$ cat src/rtl/esl_pkg.sv
// ----------------------------------------------------------------------------
// esl_pkg
// Shared widths, register codes and types of the encoder speed filter.
// ----------------------------------------------------------------------------
`default_nettype none

package esl_pkg;

    localparam int BYTE_W   = 8;
    localparam int ANGLE_W  = 14;
    localparam int LIMIT_W  = 15;
    localparam int WEIGHT_W = 8;
    localparam int RATE_W   = 10;
    localparam int SPEED_W  = 26;

    // filter mix before the divide by 255
    localparam int MIX_W = SPEED_W + WEIGHT_W;
    // remainder left after the shift-sum estimate of mix / 255
    localparam int REM_W = 11;
    localparam logic [WEIGHT_W-1:0] WEIGHT_FULL = 8'd255;

    // moving average
    localparam int AVG_DEPTH = 10;
    localparam int SUM_W     = SPEED_W + $clog2(AVG_DEPTH);
    localparam logic [SUM_W-1:0] AVG_RECIP = SUM_W'((64'd1 << SUM_W) / AVG_DEPTH);

    // front to back queue
    localparam int QUEUE_DEPTH = 2;
    localparam int QPTR_W      = $clog2(QUEUE_DEPTH);
    localparam int QCNT_W      = $clog2(QUEUE_DEPTH + 1);

    // configuration port
    localparam int CFG_IDX_W  = 2;
    localparam int CFG_DATA_W = 15;
    localparam logic [CFG_IDX_W-1:0] CFG_STEP_LIMIT  = 2'd0;
    localparam logic [CFG_IDX_W-1:0] CFG_LPF_WEIGHT  = 2'd1;
    localparam logic [CFG_IDX_W-1:0] CFG_SAMPLE_RATE = 2'd2;

    localparam logic [LIMIT_W-1:0]  LIMIT_RESET  = 15'd3641;
    localparam logic [WEIGHT_W-1:0] WEIGHT_RESET = 8'd200;
    localparam logic [RATE_W-1:0]   RATE_RESET   = 10'd100;

    typedef struct packed {
        logic [LIMIT_W-1:0]  step_limit;
        logic [WEIGHT_W-1:0] weight;
        logic [RATE_W-1:0]   rate;
    } t_cfg;

    typedef struct packed {
        logic               accepted;
        logic [ANGLE_W-1:0] step;
    } t_task;

endpackage

`default_nettype wire

$ cat src/rtl/encoder_speed_limit_lpf_average_top.sv
// ----------------------------------------------------------------------------
// encoder_speed_limit_lpf_average_top
// Encoder speed with step limit, first-order low-pass and moving average.
// ----------------------------------------------------------------------------
// Input channel (i_in_valid / o_in_ready) takes one sensor word per
// transaction as two bytes. The front stage classifies the angle step at once
// and places it in a two-entry queue, so it keeps taking transactions while
// the back stage works and while a result waits at the output.
// Output channel (o_out_valid / i_out_ready) gives one result per input.
// A rejected sample passes from the queue straight to the output register; an
// accepted one goes through the back-stage steps in order (speed multiply,
// filter multiplies and their sum, divide by 255 in three steps, history
// update, divide by the average depth in two steps). The back stage works on one
// sample at a time and pops the next only once its result is loaded.
// The configuration port writes step limit, filter weight and sample rate at
// any edge with i_cfg_we high; write it only while no sample is in flight.
// Reset (synchronous, active low) restores the register defaults, clears the
// stored angle, filter, history and average, and empties the queue.
// When the receiver stalls the result holds; after the queue fills, o_in_ready
// drops until the back stage frees an entry.
// ----------------------------------------------------------------------------
`default_nettype none

module encoder_speed_limit_lpf_average_top (
    input  wire logic                           i_clk,
    input  wire logic                           i_rst_n,
    input  wire logic                           i_cfg_we,
    input  wire logic [esl_pkg::CFG_IDX_W-1:0]  i_cfg_index,
    input  wire logic [esl_pkg::CFG_DATA_W-1:0] i_cfg_data,
    input  wire logic                           i_in_valid,
    output logic                                o_in_ready,
    input  wire logic [esl_pkg::BYTE_W-1:0]     i_raw_high_byte,
    input  wire logic [esl_pkg::BYTE_W-1:0]     i_raw_low_byte,
    output logic                                o_out_valid,
    input  wire logic                           i_out_ready,
    output logic                                o_step_accepted,
    output logic [esl_pkg::ANGLE_W-1:0]         o_angle_step,
    output logic [esl_pkg::SPEED_W-1:0]         o_speed_now,
    output logic [esl_pkg::SPEED_W-1:0]         o_speed_filtered,
    output logic [esl_pkg::SPEED_W-1:0]         o_speed_average
);
    import esl_pkg::*;

    t_cfg  r_cfg;
    logic  w_push;
    t_task w_push_task;
    logic  w_queue_full;
    logic  w_queue_empty;
    logic  w_queue_pop;
    t_task w_queue_task;

    always_ff @(posedge i_clk) begin
        if (!i_rst_n) begin
            r_cfg.step_limit <= LIMIT_RESET;
            r_cfg.weight     <= WEIGHT_RESET;
            r_cfg.rate       <= RATE_RESET;
        end else if (i_cfg_we) begin
            unique case (i_cfg_index)
                CFG_STEP_LIMIT:  r_cfg.step_limit <= i_cfg_data[LIMIT_W-1:0];
                CFG_LPF_WEIGHT:  r_cfg.weight     <= i_cfg_data[WEIGHT_W-1:0];
                CFG_SAMPLE_RATE: r_cfg.rate       <= i_cfg_data[RATE_W-1:0];
                default: ;
            endcase
        end
    end

    esl_front u_front (
        .i_clk           (i_clk),
        .i_rst_n         (i_rst_n),
        .i_in_valid      (i_in_valid),
        .o_in_ready      (o_in_ready),
        .i_raw_high_byte (i_raw_high_byte),
        .i_raw_low_byte  (i_raw_low_byte),
        .i_step_limit    (r_cfg.step_limit),
        .i_queue_full    (w_queue_full),
        .o_push          (w_push),
        .o_push_task     (w_push_task)
    );

    esl_queue u_queue (
        .i_clk       (i_clk),
        .i_rst_n     (i_rst_n),
        .i_push      (w_push),
        .i_push_task (w_push_task),
        .o_full      (w_queue_full),
        .o_empty     (w_queue_empty),
        .i_pop       (w_queue_pop),
        .o_pop_task  (w_queue_task)
    );

    esl_back u_back (
        .i_clk            (i_clk),
        .i_rst_n          (i_rst_n),
        .i_cfg            (r_cfg),
        .i_queue_empty    (w_queue_empty),
        .i_queue_task     (w_queue_task),
        .o_queue_pop      (w_queue_pop),
        .o_out_valid      (o_out_valid),
        .i_out_ready      (i_out_ready),
        .o_step_accepted  (o_step_accepted),
        .o_angle_step     (o_angle_step),
        .o_speed_now      (o_speed_now),
        .o_speed_filtered (o_speed_filtered),
        .o_speed_average  (o_speed_average)
    );

endmodule

`default_nettype wire

$ cat src/rtl/esl_front.sv
// ----------------------------------------------------------------------------
// esl_front
// Takes sensor samples, forms the angle step and applies the limit filter.
// ----------------------------------------------------------------------------
`default_nettype none

module esl_front (
    input  wire logic                        i_clk,
    input  wire logic                        i_rst_n,
    input  wire logic                        i_in_valid,
    output logic                             o_in_ready,
    input  wire logic [esl_pkg::BYTE_W-1:0]  i_raw_high_byte,
    input  wire logic [esl_pkg::BYTE_W-1:0]  i_raw_low_byte,
    input  wire logic [esl_pkg::LIMIT_W-1:0] i_step_limit,
    input  wire logic                        i_queue_full,
    output logic                             o_push,
    output esl_pkg::t_task                   o_push_task
);
    import esl_pkg::*;

    logic [ANGLE_W-1:0] r_last_angle;
    logic [ANGLE_W-1:0] w_angle;
    logic [ANGLE_W-1:0] w_step;
    logic               w_pass;

    assign w_angle = {i_raw_high_byte, i_raw_low_byte[BYTE_W-1:2]};
    // forward step, wraps through zero
    assign w_step  = w_angle - r_last_angle;
    assign w_pass  = (w_step != '0) && ({1'b0, w_step} < i_step_limit);

    assign o_in_ready           = !i_queue_full;
    assign o_push               = i_in_valid && !i_queue_full;
    assign o_push_task.accepted = w_pass;
    assign o_push_task.step     = w_pass ? w_step : '0;

    always_ff @(posedge i_clk) begin
        if (!i_rst_n) begin
            r_last_angle <= '0;
        end else if (o_push && w_pass) begin
            r_last_angle <= w_angle;
        end
    end

endmodule

`default_nettype wire

$ cat src/rtl/esl_queue.sv
// ----------------------------------------------------------------------------
// esl_queue
// Short first-in first-out queue of classified samples.
// ----------------------------------------------------------------------------
`default_nettype none

module esl_queue (
    input  wire logic    i_clk,
    input  wire logic    i_rst_n,
    input  wire logic    i_push,
    input  esl_pkg::t_task i_push_task,
    output logic         o_full,
    output logic         o_empty,
    input  wire logic    i_pop,
    output esl_pkg::t_task o_pop_task
);
    import esl_pkg::*;

    t_task             r_entry [QUEUE_DEPTH];
    logic [QPTR_W-1:0] r_wr_ptr;
    logic [QPTR_W-1:0] r_rd_ptr;
    logic [QCNT_W-1:0] r_count;
    logic              w_push;
    logic              w_pop;

    assign o_full     = (r_count == QCNT_W'(QUEUE_DEPTH));
    assign o_empty    = (r_count == '0);
    assign o_pop_task = r_entry[r_rd_ptr];
    assign w_push     = i_push && !o_full;
    assign w_pop      = i_pop && !o_empty;

    always_ff @(posedge i_clk) begin
        if (w_push) begin
            r_entry[r_wr_ptr] <= i_push_task;
        end
    end

    always_ff @(posedge i_clk) begin
        if (!i_rst_n) begin
            r_wr_ptr <= '0;
            r_rd_ptr <= '0;
            r_count  <= '0;
        end else begin
            if (w_push) begin
                r_wr_ptr <= (r_wr_ptr == QPTR_W'(QUEUE_DEPTH - 1)) ? '0 : r_wr_ptr + 1'b1;
            end
            if (w_pop) begin
                r_rd_ptr <= (r_rd_ptr == QPTR_W'(QUEUE_DEPTH - 1)) ? '0 : r_rd_ptr + 1'b1;
            end
            if (w_push && !w_pop) begin
                r_count <= r_count + 1'b1;
            end else if (w_pop && !w_push) begin
                r_count <= r_count - 1'b1;
            end
        end
    end

endmodule

`default_nettype wire

$ cat src/rtl/esl_back.sv
// ----------------------------------------------------------------------------
// esl_back
// Speed conversion, low-pass filter and moving average, one sample at a time.
// ----------------------------------------------------------------------------
`default_nettype none

module esl_back (
    input  wire logic                        i_clk,
    input  wire logic                        i_rst_n,
    input  esl_pkg::t_cfg                    i_cfg,
    input  wire logic                        i_queue_empty,
    input  esl_pkg::t_task                   i_queue_task,
    output logic                             o_queue_pop,
    output logic                             o_out_valid,
    input  wire logic                        i_out_ready,
    output logic                             o_step_accepted,
    output logic [esl_pkg::ANGLE_W-1:0]      o_angle_step,
    output logic [esl_pkg::SPEED_W-1:0]      o_speed_now,
    output logic [esl_pkg::SPEED_W-1:0]      o_speed_filtered,
    output logic [esl_pkg::SPEED_W-1:0]      o_speed_average
);
    import esl_pkg::*;

    localparam logic [3:0] ST_IDLE = 4'd0;
    localparam logic [3:0] ST_RAW  = 4'd1;
    localparam logic [3:0] ST_MIX  = 4'd2;
    localparam logic [3:0] ST_SUM  = 4'd3;
    localparam logic [3:0] ST_Q0   = 4'd4;
    localparam logic [3:0] ST_REM  = 4'd5;
    localparam logic [3:0] ST_NOW  = 4'd6;
    localparam logic [3:0] ST_HIST = 4'd7;
    localparam logic [3:0] ST_AVG0 = 4'd8;
    localparam logic [3:0] ST_AVG1 = 4'd9;
    localparam logic [3:0] ST_OUT  = 4'd10;

    logic [3:0]         r_state;
    t_task              r_task;
    logic [SPEED_W-1:0] r_raw;
    logic [MIX_W-1:0]   r_pa;
    logic [MIX_W-1:0]   r_pb;
    logic [MIX_W-1:0]   r_mix;
    logic [SPEED_W-1:0] r_q0;
    logic [REM_W-1:0]   r_rem;
    logic [SPEED_W-1:0] r_now;
    logic [SPEED_W-1:0] r_filt;
    logic [SPEED_W-1:0] r_hist [AVG_DEPTH];
    logic [SUM_W-1:0]   r_sum;
    logic [SPEED_W-1:0] r_aq;
    logic [SPEED_W-1:0] r_avg;

    logic [ANGLE_W+RATE_W-1:0] w_steprate;
    logic [MIX_W-1:0]          w_q0_sum;
    logic [MIX_W-1:0]          w_q0_x255;
    logic [MIX_W-1:0]          w_rem;
    logic [REM_W:0]            w_fix;
    logic [SPEED_W-1:0]        n_now;
    logic [2*SUM_W-1:0]        w_aprod;
    logic [SUM_W-1:0]          w_aqd;
    logic [SUM_W-1:0]          w_arem;
    logic                      w_out_free;

    assign w_steprate = (ANGLE_W+RATE_W)'(r_task.step) * (ANGLE_W+RATE_W)'(i_cfg.rate);

    // mix / 255 estimated as a sum of shifts, never above the true quotient
    assign w_q0_sum  = (r_mix >> 8) + (r_mix >> 16) + (r_mix >> 24) + (r_mix >> 32);
    assign w_q0_x255 = (MIX_W'(r_q0) << 8) - MIX_W'(r_q0);
    assign w_rem     = r_mix - w_q0_x255;
    // exact small-value divide by 255 of the remainder
    assign w_fix     = ((REM_W+1)'(r_rem) + (REM_W+1)'(1) + (REM_W+1)'(r_rem >> 8)) >> 8;
    assign n_now     = r_q0 + SPEED_W'(w_fix);

    // sum / AVG_DEPTH by reciprocal, at most one short
    assign w_aprod = (2*SUM_W)'(r_sum) * (2*SUM_W)'(AVG_RECIP);
    assign w_aqd   = SUM_W'(r_aq) * SUM_W'(AVG_DEPTH);
    assign w_arem  = r_sum - w_aqd;

    assign w_out_free  = !o_out_valid || i_out_ready;
    assign o_queue_pop = (r_state == ST_IDLE) && !i_queue_empty;

    always_ff @(posedge i_clk) begin
        if (!i_rst_n) begin
            r_state <= ST_IDLE;
        end else begin
            unique case (r_state)
                ST_IDLE: begin
                    if (!i_queue_empty) begin
                        r_state <= i_queue_task.accepted ? ST_RAW : ST_OUT;
                    end
                end
                ST_RAW:  r_state <= ST_MIX;
                ST_MIX:  r_state <= ST_SUM;
                ST_SUM:  r_state <= ST_Q0;
                ST_Q0:   r_state <= ST_REM;
                ST_REM:  r_state <= ST_NOW;
                ST_NOW:  r_state <= ST_HIST;
                ST_HIST: r_state <= ST_AVG0;
                ST_AVG0: r_state <= ST_AVG1;
                ST_AVG1: r_state <= ST_OUT;
                ST_OUT: begin
                    if (w_out_free) begin
                        r_state <= ST_IDLE;
                    end
                end
                default: r_state <= ST_IDLE;
            endcase
        end
    end

    // datapath registers
    always_ff @(posedge i_clk) begin
        if (o_queue_pop) begin
            r_task <= i_queue_task;
        end
        if (r_state == ST_RAW) begin
            r_raw <= SPEED_W'({w_steprate, 2'b00});
        end
        if (r_state == ST_MIX) begin
            r_pa <= MIX_W'(WEIGHT_FULL - i_cfg.weight) * MIX_W'(r_raw);
            r_pb <= MIX_W'(i_cfg.weight) * MIX_W'(r_filt);
        end
        if (r_state == ST_SUM) begin
            r_mix <= r_pa + r_pb;
        end
        if (r_state == ST_Q0) begin
            r_q0 <= w_q0_sum[SPEED_W-1:0];
        end
        if (r_state == ST_REM) begin
            r_rem <= w_rem[REM_W-1:0];
        end
        if (r_state == ST_AVG0) begin
            r_aq <= w_aprod[SUM_W+SPEED_W-1:SUM_W];
        end
    end

    // filter state, cleared at reset
    always_ff @(posedge i_clk) begin
        if (!i_rst_n) begin
            r_now  <= '0;
            r_filt <= '0;
            r_sum  <= '0;
            r_avg  <= '0;
            for (int i = 0; i < AVG_DEPTH; i++) begin
                r_hist[i] <= '0;
            end
        end else begin
            if (r_state == ST_NOW) begin
                r_now  <= n_now;
                r_filt <= n_now;
            end
            if (r_state == ST_HIST) begin
                r_sum <= r_sum - SUM_W'(r_hist[0]) + SUM_W'(r_now);
                for (int i = 0; i < AVG_DEPTH - 1; i++) begin
                    r_hist[i] <= r_hist[i+1];
                end
                r_hist[AVG_DEPTH-1] <= r_now;
            end
            if (r_state == ST_AVG1) begin
                r_avg <= r_aq + SPEED_W'(w_arem >= SUM_W'(AVG_DEPTH));
            end
        end
    end

    // output register
    always_ff @(posedge i_clk) begin
        if (!i_rst_n) begin
            o_out_valid <= 1'b0;
        end else if (r_state == ST_OUT && w_out_free) begin
            o_out_valid <= 1'b1;
        end else if (i_out_ready) begin
            o_out_valid <= 1'b0;
        end
    end

    always_ff @(posedge i_clk) begin
        if (r_state == ST_OUT && w_out_free) begin
            o_step_accepted  <= r_task.accepted;
            o_angle_step     <= r_task.step;
            o_speed_now      <= r_task.accepted ? r_now : '0;
            o_speed_filtered <= r_filt;
            o_speed_average  <= r_avg;
        end
    end

endmodule

`default_nettype wire

$ cat config.mk
export PLATFORM = sky130hd
export DESIGN_NAME = encoder_speed_limit_lpf_average_top
export DESIGN_NICKNAME = d
export VERILOG_FILES = /design/src/rtl/esl_pkg.sv /design/src/rtl/encoder_speed_limit_lpf_average_top.sv /design/src/rtl/esl_front.sv /design/src/rtl/esl_queue.sv /design/src/rtl/esl_back.sv
export SDC_FILE = /design/constraint.sdc
export NUM_CORES = 2
export LEC_CHECK = 0
export CAP_MARGIN = 20
export CORE_AREA = 2 2 347 349
export CTS_CLUSTER_DIAMETER = 80
export DETAILED_ROUTE_END_ITERATION = 16
export DIE_AREA = 0 0 349 351
export DONT_BUFFER_PORTS = 1
export PLACE_DENSITY = 0.7
export SYNTH_ARGS = -nofsm -noshare
export SYNTH_HDL_FRONTEND = slang
export SYNTH_SLANG_ARGS = --single-unit
$ cat constraint.sdc
create_clock -name i_clk -period 9.6 [get_ports i_clk]
set_input_delay 0 -clock i_clk [delete_from_list [all_inputs] [get_ports i_clk]]
set_output_delay 0 -clock i_clk [all_outputs]
set_load 0.05 [all_outputs]
Word level (Yosys, flattened, before mapping)
Memory sizes are Yosys's and may differ from the RTL's. A register that Yosys moved wholly into a read port is not among the register bits.
Cells that the tools add are included.
W data, S select, Z words.

storage, ports and cells
  bits in registers = 433
  bits in writable memories = 290
  bits of input ports = 38
  logic and storage cells = 133
  memories = 2

operators by class
  add/sub/neg operators = 19
  multipliers = 5
  order comparisons = 2
  equal/unequal tests = 15
  muxes and demuxes = 29
  bitwise logic cells = 10
  reduce and logical (&&, ||, !) cells = 25

memories
  name             depth  width  rd ports  clocked after memory_dff  write ports  RTL line         RTL
  u_back.r_hist    10     26     10        0                         10           esl_back.sv:46   logic [SPEED_W-1:0] r_hist [AVG_DEPTH];
  u_queue.r_entry  2      15     1         1                         1            esl_queue.sv:19  t_task r_entry [QUEUE_DEPTH];

operator list
  kind                      count
  $mux W26                  10
  $mul A30 B26 Y55 const B  1
  $pmux W4 S11              1
  $add A34 B34 Y34          1
  $mul A34 B24 Y32          1
  $mul A8 B26 Y34           1
  $add A30 B26 Y30          1
  $ge A30 B4 Y1 const B     1
  $sub A30 B26 Y30          1
  $sub A30 B30 Y30          1
  $mul A26 B3 Y29 const B   1
  $add A26 B1 Y26           1
  $add A26 B10 Y26          1
  $add A26 B18 Y26          1
  $add A26 B2 Y26           1
  $add A26 B4 Y26           1
  $mul A14 B10 Y24          1
  $sub A11 B11 Y11          2
  $eq A4 B3 Y1 const B      4
  $lt A14 B15 Y1            1
  $mux W14                  1
  $reduce_bool A14 Y1       1
  $sub A14 B14 Y14          1
  $add A11 B1 Y12 const B   1
  23 further kinds          68

Logic depth before layout (Yosys ltp)
  depth in word-level cells = 8
  mapped depth = 38
  gate-level depth less buffers = 37

By module
Synthesis repeated with hierarchy kept, for this count alone.

second synthesis, totals
  cells, all modules = 6091
  area total of the unflattened synthesis = 64848.4 sq um

modules (own cells, without submodules)
  module                               instances  cells an instance  area each (sq um)
  esl_back                             1          5639               60365.4
  esl_front                            1          242                1784.2
  encoder_speed_limit_lpf_average_top  1          138                1382.6
  esl_queue                            1          72                 1316.3

Least setup slack after synthesis
Ideal clock, no wire load.

  path kind = flip-flop to flip-flop
  from = register u_back.r_state[3]
  to = register u_back.o_angle_step[0] (netlist bit), enable pin
  setup time = 659 ps
  arrival time = 7088 ps
  setup slack = 1853 ps
  cell stages (with the launch flop) = 4
  cell sequence = dfxtp_1 clkbuf_1 nand2b_1 nor3_1

on the way
  word-level cells in the longest chain between the ends = 2

ends and longest elaborated chain
  item                    RTL line         RTL
  from (decl)             esl_back.sv:36   logic [3:0] r_state;
  from (signal assigned)  esl_back.sv:87   r_state <= i_queue_task.accepted ? ST_RAW : ST_OUT;
  $eq A4 B4 Y1            esl_back.sv:175  if (r_state == ST_OUT && w_out_free) begin
  $logic_and A1 B1 Y1     esl_back.sv:175
  to (signal assigned)    esl_back.sv:177  o_angle_step <= r_task.step;
  to (decl)               esl_back.sv:17   output logic [esl_pkg::ANGLE_W-1:0] o_angle_step,

Every way passes these cells.
A chain may end at the register's enable or synchronous reset.

Worst setup path after layout
  from = register u_back.r_aq[3]
  to = register u_back.r_avg[20]

on the way
  word-level cells in the longest chain between the ends = 4

ends and longest elaborated chain
  item                    RTL line         RTL
  from (decl)             esl_back.sv:48   logic [SPEED_W-1:0] r_aq;
  from (signal assigned)  esl_back.sv:131  r_aq <= w_aprod[SUM_W+SPEED_W-1:SUM_W];
  $mul A26 B3 Y29         esl_back.sv:74   assign w_aqd = SUM_W'(r_aq) * SUM_W'(AVG_DEPTH);
  $sub A30 B30 Y30        esl_back.sv:75   assign w_arem = r_sum - w_aqd;
  $ge A30 B4 Y1           esl_back.sv:158  r_avg <= r_aq + SPEED_W'(w_arem >= SUM_W'(AVG_DEPTH));
  $add A26 B1 Y26 *       esl_back.sv:158
  to (signal assigned)    esl_back.sv:158
  to (decl)               esl_back.sv:49   logic [SPEED_W-1:0] r_avg;

Every way passes the cells marked *; elsewhere a longest branch is shown, timed or not.

==> results.txt <==
The slowest stage of the critical path belongs to the cell or4_1. The portion of synthesized area spent on multiplexers is 0.006188. The standard cell core area came out at 119000 sq um.

The number of sinks driven by the clock tree is 724. The via density per instance is 5.564. The buffer levels on the longest clock path is 3.

The top cell types in the final layout, fill and taps aside, are inv_1, ha_1, fa_1. The cell type with the highest occurrence count on the critical path is ha_1. The weighted congestion reported at the end of routability-driven placement came out at 0.9491. The half-perimeter wire length after detailed placement is 114.7 mm. The effective utilization at floorplan is 0.5454. The overall die width is 349 microns. The die covers 122500 sq um. The number of enable flip-flop cells after synthesis is 585. The launching instance or port of the critical path is u_back.r_aq[3]$_DFFE_PP_. Entering global routing, the biggest net connects 402 pins. The max-cap violation count is 0. The global-route usage over all layers is 0.2524. With fillers left out, the area of the finished cells amounts to 70150 sq um. The number of vias after detailed routing is 43.27k.

The residual antenna-violating net count after detailed routing is 0. The total length of routed wires came out at 151.5 mm. The H-tree generated during clock tree synthesis spans 3 levels. The number of core rows came out at 127.

The number of antenna violations at the first check in global routing is 8. The clock root buffer is clkbuf_16. The number of CTS-inserted buffers is 84. The worst hold path belongs to the class in2reg. The most used flip-flop cell after synthesis is edfxtp_1.

Data on the critical path is required at its endpoint by 10.17 ns. The largest single stage delay on the critical path is 0.60 ns. In this run the worst path has a maximum fanout of 7. The post-route worst hold slack came out at 0.05676 ns.

The complex-gate fraction of the synthesized area came out at 0.07747. Leaving out fill and tap cells, the most frequent cell in the layout is inv_1. After global routing the overflow that remains totals 0. Setup violations remaining at the end of the flow were counted as 0.

The TritonCTS clock tree is done. Setup repair after global routing left no endpoint under its margin. The post-synthesis to final-layout area growth came out at 8.071%.

The number of fillers in the final layout is 9829. In the routed design, unresolved DRC markers number 0. The hold violation total from the final report came out at 0. The startpoint identified for the worst register-to-register timing path is u_back.r_aq[3]$_DFFE_PP_. Counting every net in the synthesized netlist gives 7635.

The final-stage net count came out at 7640. The xor-xnor portion of the synthesized cell area is 0.03805. Measured against its own limit, the worst slew margin works out to 0.2672.

Based on the critical path, the design can be clocked at up to 128.2 MHz. The flow ran to the end, and the final reports show no timing, DRC or antenna violations. The data arrival time of the critical path came out at 8.37 ns. The number of library cell types mapped by synthesis is 82. After synthesis, the share of flip-flops with an asynchronous set or reset is 0. The synthesized area per cell came out at 10.55 sq um. Counting flops and latches in the post-synthesis netlist gives 724. In the final timing run, aggregate negative setup slack is 0 ns. Summing every instance area after synthesis gives 64910 sq um.

The clock latency of the later-clocked register in the worst-skew pair is 0.69 ns. The footprint of the flip-flops and latches came out at 20350 sq um. The fraction of layout cells with a size suffix above 1 is 0.03790.

The CTS clock-pin slew for the worst setup and hold paths came out at 0.06 ns. The number of global-route vias before repair came to 44.71k. The minimum period implied by the final worst setup slack is 7.799 ns.

The area occupied by multi-input gates is 39760 sq um. The final count of pins violating max slew came out at 0. The number of violations reported at the end of detailed-routing iteration 0 is 2885. The worst setup path is launched from a flop. Before antenna repair, the detailed router went through 7 iterations. The first global-routing pass estimated 241.5 mm of wire. The actual transition at the worst max-transition pin is 1.098 ns. The category of the worst setup path capture point is a flop.

The number of cells produced by synthesis is 6154. Of the total synthesized cell area, the portion taken by AND, OR, NAND and NOR gates is 0.1311. The adder-cell area share of the yosys netlist came out at 0.3588. The buffer count from post-CTS setup fixing is 0. The port buffer count came out at 0. The count of warnings emitted by yosys is 0.

The worst hold path begins at i_cfg_data[11]. The top-level I/O count came out at 133. The setup path with the least slack is of type reg2reg. Dividing the final minimum period by the clock period gives 0.8124. The final setup skew is 0.03292 ns. Of the synthesized area, sequential elements account for 0.3135.

After synthesis, the largest family of logic cells by area is adder cells. The height of the die is 351 microns. The sum of buffers and inverters on the critical path is 1. The average wire per standard cell came out at 19.49 microns. Broken down by cell family, the worst path's largest delay share belongs to compound AO/OA/AOI/OAI gates. The placed instance area is 66450 sq um.
stage by stage:
step | setup WS (ns) | utilization | instances
finish | 1.801 | 0.5894 | 7776
global route | 1.112 | 0.5894 | 7775
CTS | 1.843 | 0.5887 | 7771
detailed placement | 1.847 | 0.5583 | 7539
global placement | 1.910 | 0.5582 | 7538
floorplan | 1.853 | - | 6154
sequential cells by signal, indices dropped and copies added, names as in the netlist, 30 cells and up, named ones only:
signal and cells:
u_back.r_hist 260, u_back.r_mix 34, u_back.r_pb 34, r_cfg 33, u_back.r_pa 32, u_back.r_sum 30, u_queue.r_entry 30
worst paths after layout:
path / endpoint / slack, ns / cells after the start
setup / recovery: u_back.r_avg[20]$_SDFFE_PN0P_ / 1.80 / 37
hold / removal: r_cfg[29]$_SDFFE_PN1P_ / 0.06 / 3
setup reg to reg: u_back.r_avg[20]$_SDFFE_PN0P_ / 1.80 / 37
hold reg to reg: u_back.r_mix[1]$_DFFE_PP_ / 0.42 / 0
what timing repair did:
item / 4_1_cts / 5_1_grt
endpoints found under the hold margin: 449 / 97
resized for setup: 0 / 0
hold buffers: 78 / 1
kinds of logic (layout without fill, tap and decap cells):
group,count (synthesis),count (layout)
DFF,724,724
other,0,1
muxes,38,38
and+or+nand+nor,1627,1627
xor gates and xnor gates,282,282
buffers and inverters,1293,1366
adders and majority gates,1443,1443
AOI/OAI and AO/OA,747,747
cell usage after synthesis (7+ instances only):
library cell / number / area [sq um]
o211a_1: 48 / 480.5
o21a_1: 42 / 315.3
nor3_1: 46 / 230.2
nand2b_1: 144 / 900.9
and2_1: 221 / 1383
xnor2_1: 168 / 1471
a211oi_1: 18 / 135.1
fa_1: 697 / 13950
a31oi_1: 16 / 100.1
edfxtp_1: 585 / 17570
a21oi_1: 199 / 996.0
nor4_1: 8 / 50.05
or3_1: 20 / 125.1
o21ai_0: 146 / 730.7
o2111ai_1: 8 / 70.07
inv_1: 1095 / 4110
dfxtp_1: 139 / 2783
nor2_1: 164 / 615.6
nor2b_1: 120 / 750.7
mux2i_1: 21 / 210.2
o22ai_1: 7 / 43.79
xor2_1: 114 / 998.5
o211ai_1: 13 / 97.59
o21bai_1: 25 / 187.7
a221o_1: 7 / 70.07
clkbuf_1: 192 / 720.7
and3_1: 293 / 1833
a21boi_0: 33 / 247.7
mux2_2: 17 / 191.4
nand3_1: 64 / 320.3
a21o_1: 102 / 765.7
or2_2: 10 / 62.56
nand4_1: 27 / 168.9
ha_1: 746 / 9334
nand2_1: 476 / 1787
worst reg2reg max path: cells and delay by family (launching register included):
kind | cells | cell delay, ns
xor+xnor | 2 | 0.25
simple gates | 15 | 2.59
fa+ha+maj | 6 | 1.59
flops | 1 | 0.47
compound gates | 13 | 2.72
buf+inv | 1 | 0.07
final cells by class:
cell class	instances	area share
Multi-Input combinational cell	4137	0.5668
Inverter	1095	0.05870
Sequential cell	724	0.2902
Antenna cell	1	0.00003567
Clock inverter	52	0.008401
Clock buffer	102	0.03180
Tap cell	1548	0.02761
Timing Repair Buffer	117	0.01650
layer usage:
layer / track usage / wire (microns) / up-vias
met5: 0 / 27 / -
met4: 0.1072 / 6873 / 4
met3: 0.03421 / 8389 / 319
met2: 0.4157 / 71160 / 1161
met1: 0.3363 / 65070 / 21480
li1: - / - / 20300
Power is left out: the tool's default activity adds up to more than one toggle a clock period on the data nets, which glitch-free logic cannot reach.
